`config.mk`:
```
export PLATFORM = sky130hd
export DESIGN_NAME = pvp_div_cell
export DESIGN_NICKNAME = d
export VERILOG_FILES = /design/src/pvp_pkg.sv /design/src/pvp_div_cell.sv
export SDC_FILE = /design/constraint.sdc
export NUM_CORES = 1
export LEC_CHECK = 0
export BUFFER_PORTS_ARGS = -buffer_cell sky130_fd_sc_hd__buf_2
export CAP_MARGIN = 10
export CORE_AREA = 2 2 188 190
export CTS_CLUSTER_DIAMETER = 150
export DETAILED_ROUTE_END_ITERATION = 16
export DIE_AREA = 0 0 190 192
export GPL_TIMING_DRIVEN = 0
export PLACE_DENSITY = 0.66
export SLEW_MARGIN = 40
export SYNTH_ARGS = -nofsm -noshare
export SYNTH_HDL_FRONTEND = slang
export SYNTH_SLANG_ARGS = --single-unit
```
`constraint.sdc`:
```
create_clock -name clk_i -period 0.9 [get_ports clk_i]
set_input_delay 0.045 -clock clk_i [delete_from_list [all_inputs] [get_ports clk_i]]
set_output_delay 0.045 -clock clk_i [all_outputs]
set_load 0.01 [all_outputs]
```
`src/pvp_pkg.sv`:
```
// Package: constants, widths and shared types of the perspective vertex projector.
`timescale 1ns / 1ps
`default_nettype none
package pvp_pkg;
  localparam int HALF_WIDTH  = 960;
  localparam int HALF_HEIGHT = 540;
  localparam int FRAC_BITS   = 16;

  localparam int COORD_W = 32;
  localparam int DIFF_W  = COORD_W + 1;
  localparam int UREG_W  = 31;
  localparam int P_W     = DIFF_W + UREG_W;
  localparam int HALF_MAX = (HALF_WIDTH > HALF_HEIGHT) ? HALF_WIDTH : HALF_HEIGHT;
  localparam int HALF_W  = $clog2(HALF_MAX + 1);
  localparam int N_W     = P_W + HALF_W;
  localparam int DEN_W   = UREG_W + FRAC_BITS;
  // quotient bits; any quotient at or above 2^QW saturates the 16-bit result
  localparam int QW      = 16;
  localparam int T_W     = QW + 3;
  localparam int SCR_W   = 16;

  localparam logic [2:0] CFG_CAMERA_X   = 3'd0;
  localparam logic [2:0] CFG_CAMERA_Y   = 3'd1;
  localparam logic [2:0] CFG_CAMERA_Z   = 3'd2;
  localparam logic [2:0] CFG_NEAR_PLANE = 3'd3;
  localparam logic [2:0] CFG_FAR_PLANE  = 3'd4;
  localparam logic [2:0] CFG_PROJ_SCALE = 3'd5;

  typedef struct packed {
    logic [COORD_W-1:0] camera_x;
    logic [COORD_W-1:0] camera_y;
    logic [COORD_W-1:0] camera_z;
    logic [UREG_W-1:0]  near_plane;
    logic [UREG_W-1:0]  far_plane;
    logic [UREG_W-1:0]  proj_scale;
  } pvp_cfg_t;

  typedef struct packed {
    logic [DEN_W-1:0] rem;
    logic [QW-1:0]    num_lo;
    logic [QW-1:0]    quo;
    logic             ov;
    logic             neg;
  } pvp_lane_t;

  typedef struct packed {
    pvp_lane_t         lx;
    pvp_lane_t         ly;
    logic [DEN_W-1:0]  den;
    logic              vis;
    logic [UREG_W-1:0] depth;
  } pvp_cell_t;
endpackage
`default_nettype wire

```
`src/pvp_div_cell.sv`:
```
// Divider cell: one restoring quotient bit for both screen axes.
`timescale 1ns / 1ps
`default_nettype none
module pvp_div_cell (
  input  wire logic               clk_i,
  input  wire logic               rst_ni,
  input  wire logic               en_i,
  input  wire logic               vld_i,
  input  wire pvp_pkg::pvp_cell_t data_i,
  output logic                    vld_o,
  output pvp_pkg::pvp_cell_t      data_o
);
  logic               vld_q;
  pvp_pkg::pvp_cell_t data_q;
  pvp_pkg::pvp_cell_t data_d;

  function automatic pvp_pkg::pvp_lane_t div_step(pvp_pkg::pvp_lane_t l,
                                                  logic [pvp_pkg::DEN_W-1:0] den);
    logic [pvp_pkg::DEN_W:0] t;
    logic [pvp_pkg::DEN_W:0] diff;
    logic                    ge;
    pvp_pkg::pvp_lane_t      r;
    t      = {l.rem, l.num_lo[pvp_pkg::QW-1]};
    diff   = t - {1'b0, den};
    ge     = t >= {1'b0, den};
    r      = l;
    r.rem  = ge ? diff[pvp_pkg::DEN_W-1:0] : t[pvp_pkg::DEN_W-1:0];
    r.num_lo = {l.num_lo[pvp_pkg::QW-2:0], 1'b0};
    r.quo  = {l.quo[pvp_pkg::QW-2:0], ge};
    return r;
  endfunction

  always_comb begin
    data_d    = data_i;
    data_d.lx = div_step(data_i.lx, data_i.den);
    data_d.ly = div_step(data_i.ly, data_i.den);
  end

  always_ff @(posedge clk_i or negedge rst_ni) begin
    if (!rst_ni) begin
      vld_q <= 1'b0;
    end else if (en_i) begin
      vld_q <= vld_i;
    end
  end

  always_ff @(posedge clk_i) begin
    if (en_i) begin
      data_q <= data_d;
    end
  end

  assign vld_o  = vld_q;
  assign data_o = data_q;
endmodule
`default_nettype wire

```
==> run_results.csv <==
group,metric,value,unit
logic_synthesis,synth_area_leaders,"edfxtp_1, ha_1, a21oi_1, xnor2_1, nand2_1",
logic_synthesis,yosysTopAreaCell,"edfxtp_1",
grt,track_usage,27.3,%
placed_design,dp.final_hpwl,36500,um
route,vias_per_cell,5.23,
logic_synthesis,synth_seq_area_share,52.6,%
setup_path,critPathArrivalTime,2740,ps
logic_synthesis,yosysTopAreaCellShare,52.5,%
grt,antenna_found_initial,13,
grt,grt_pass1_vias,13400,
route,num_vias,13600,
setup_path,crit_path_max_fanout,7,
placed_design,dp.cells,2178,
logic_synthesis,synth_cell_types,79,
logic_synthesis,synthesis.area,13700,um2
power_and_ir_drop,powerDensity,1660,nW/um2
route,drc_errors,0,
floorplanning,std_cell_rows,68,
route,wl,54700,um
sta,finalSetupViolCount,336,
route,wire_per_inst,21.1,um
sta,min_period_over_period,267,%
setup_path,worstSetupEndpointType,"register",
logic_synthesis,syn_area_per_cell,11.1,um2
final_layout,fillers,2378,
power_and_ir_drop,vdd_drop_max,1.73,mV
route,dr.pass1.iters,6,
sta,max_freq,415,MHz
grt,grt_overflow,0,
placed_design,portBuffers,482,
sta,period_needed,2410,ps
grt,grt_max_degree,81,
final_layout,syn2layout_area_growth,75.0,%
logic_synthesis,synthCells,1237,
floorplanning,die_h,192,um
logic_synthesis,synth_ff_type,"edfxtp_1",
setup_path,crit_start,"data_i[206]",
route,first_iter_violations,772,
floorplanning,io_pins,487,
clock_network,worstSkewPairLatency,570,ps
setup_path,setup.worst_path.end,"data_o[237]",
sta,skew,0,ps
setup_path,rrSetupSlack,20,ps
run,cap_violations,0,
sta,finalHoldViolCount,33,
clock_network,cts_max_path_buffers,3,
setup_path,required,1230,ps
final_layout,final_common_cell,"buf_2",
setup_path,path_class,"in -> reg",
logic_synthesis,synth_edf_count,239,
clock_network,cts-buffers-inserted,29,
final_layout,layout_common_cells,"buf_2, edfxtp_1, dlygate4sd3_1",
final_layout,final_nets,2453,
worst_hold_path,hold_class,"in -> reg",
logic_synthesis,yosys_register_bits,240,
status,status,"finished, violations left",
floorplanning,die_x,190,um
grt,grt_pass1_wl,75800,um
status,violations,"hold timing, setup timing",
sta,setup_slack,-1510,ps
setup_path,r2r_end,"vld_o",
power_and_ir_drop,power,0.0397,W
sta,holdWs,-328,ps
final_layout,final_cells,2599,
setup_path,r2r_start,"vld_o",
clock_network,htree_levels,1,
logic_synthesis,yosys_warnings,0,
route,ant_nets,0,
sta,grt_setup_unrepaired,"true",
floorplanning,die-area,36500,um2
placed_design,gp_congestion,0.925,
setup_path,ff2ff_path_depth,2,
floorplanning,core-area,34300,um2
clock_network,clk_pin_slew,60,ps
sta,slew_violations,0,
clock_network,cts_tree,"done",
power_and_ir_drop,cellLeakagePower,10.2,nW
setup_path,critPathLaunchType,"primary input",
final_layout,drive_gt1_share,47.1,%
logic_synthesis,synthArstFlopShare,0.417,%
sta,worst_slew_pin_slew,705,ps
clock_network,cts-root-buf,"clkbuf_16",
clock_network,numClockSinks,240,
sta,max_slew_margin,52.5,%
floorplanning,start_util,39.9,%
==> cell usage after synthesis (all sizes together), types with 3 or more instances <==
cell type  count
buf           25
a21boi         4
o21a           6
a211oi         8
nand2b         7
xnor2         55
a21oi        136
nor2b         12
o2111ai        3
mux2          19
xor2          27
a21o          44
or4            3
a31oi          8
clkbuf        14
o21ai        104
edfxtp       239
a221oi         5
ha            94
nor2          79
o22ai          3
nand2        123
o31ai          4
o211ai         5
nand4         23
inv           83
o21bai        23
nand3         19
nor4           4
o31a           4
nor3          16
==> how the worst min path moves through the flow <==
stage | startpoint | endpoint | cells past startpoint
2_1_floorplan | rst_ni | vld_o | 0
3_3_place_gp | rst_ni | vld_o | 1
3_5_place_dp | rst_ni | vld_o | 1
4_1_cts | data_i[32] | data_o[32] | 1
5_1_grt | data_i[32] | data_o[32] | 1
6_report | data_i[32] | data_o[32] | 1
==> report_power, final <==
group	internal, W	switching, W
combinational	0.00618	0.00659
sequential	0.0139	0.000352
clock	0.00768	0.00503
total	0.0277	0.0120
==> kinds of logic after synthesis <==
logic type,count (synthesis),share of synthesized area [%]
AOI/OAI and AO/OA,379,17.6
and+or+nand+nor,298,9.78
DFF,240,52.6
buffers and inverters,122,4.05
adders and majority gates,96,8.89
xor gates and xnor gates,82,5.25
muxes,19,1.78
other,1,0.0274
==> state kept, by name (all words and copies together), names as in the netlist <==
signal,cells
vld_o,1
data_o,239
==> through the flow <==
stage	setup TNS [ps]	hold slack, ps	worst slack, ps	util (%)	instance area (um2)
floorplan	-150680	-251	-1740	-	14100
global placement	-1087610	-181	-3740	49.9	17100
detailed placement	-276110	-174	-2620	50.2	17200
CTS	-190550	-341	-1530	65.0	22300
global route	-204850	-349	-1580	69.8	23900
finish	-188620	-328	-1510	69.8	23900
==> layer usage <==
layer	up-vias	routed length, um	GRT usage, %
met1	6488	20200	30.5
met2	579	27900	49.3
li1	6362	-	-
met3	158	3970	6.61
met4	8	2580	12.5
met5	-	49	0
==> area by class of cell <==
cell class | count | area, um2 | share of cell area (%)
tap | 455 | 569 | 2.38
clock buffer | 31 | 733 | 3.06
antenna | 9 | 22.5 | 0.0940
timing repair buffer | 853 | 6540 | 27.3
sequential | 240 | 7200 | 30.1
multi-input combinational | 876 | 7810 | 32.6
clock inverter | 23 | 299 | 1.25
buffer | 29 | 374 | 1.56
inverter | 83 | 404 | 1.69
==> worst max-delay path, cell delays in order <==
cell,delay [ps]
buf_2,120
ha_4,250
buf_6,120
a21oi_2,120
o21a_1,230
o21bai_4,80
a221oi_4,330
a21oi_2,120
nor2_2,140
o211ai_2,150
a211oi_4,350
buf_12,180
buf_12,160
mux2_4,300
==> repair_timing <==
action	CTS	global route
endpoints found under the setup margin	336	337
gates cloned	6	6
endpoints found under the hold margin	269	35
hold buffers	236	3
pin swaps	66	87
buffers inserted	62	61
gates resized for setup	255	274
Power figures use the tool's default switching activity.
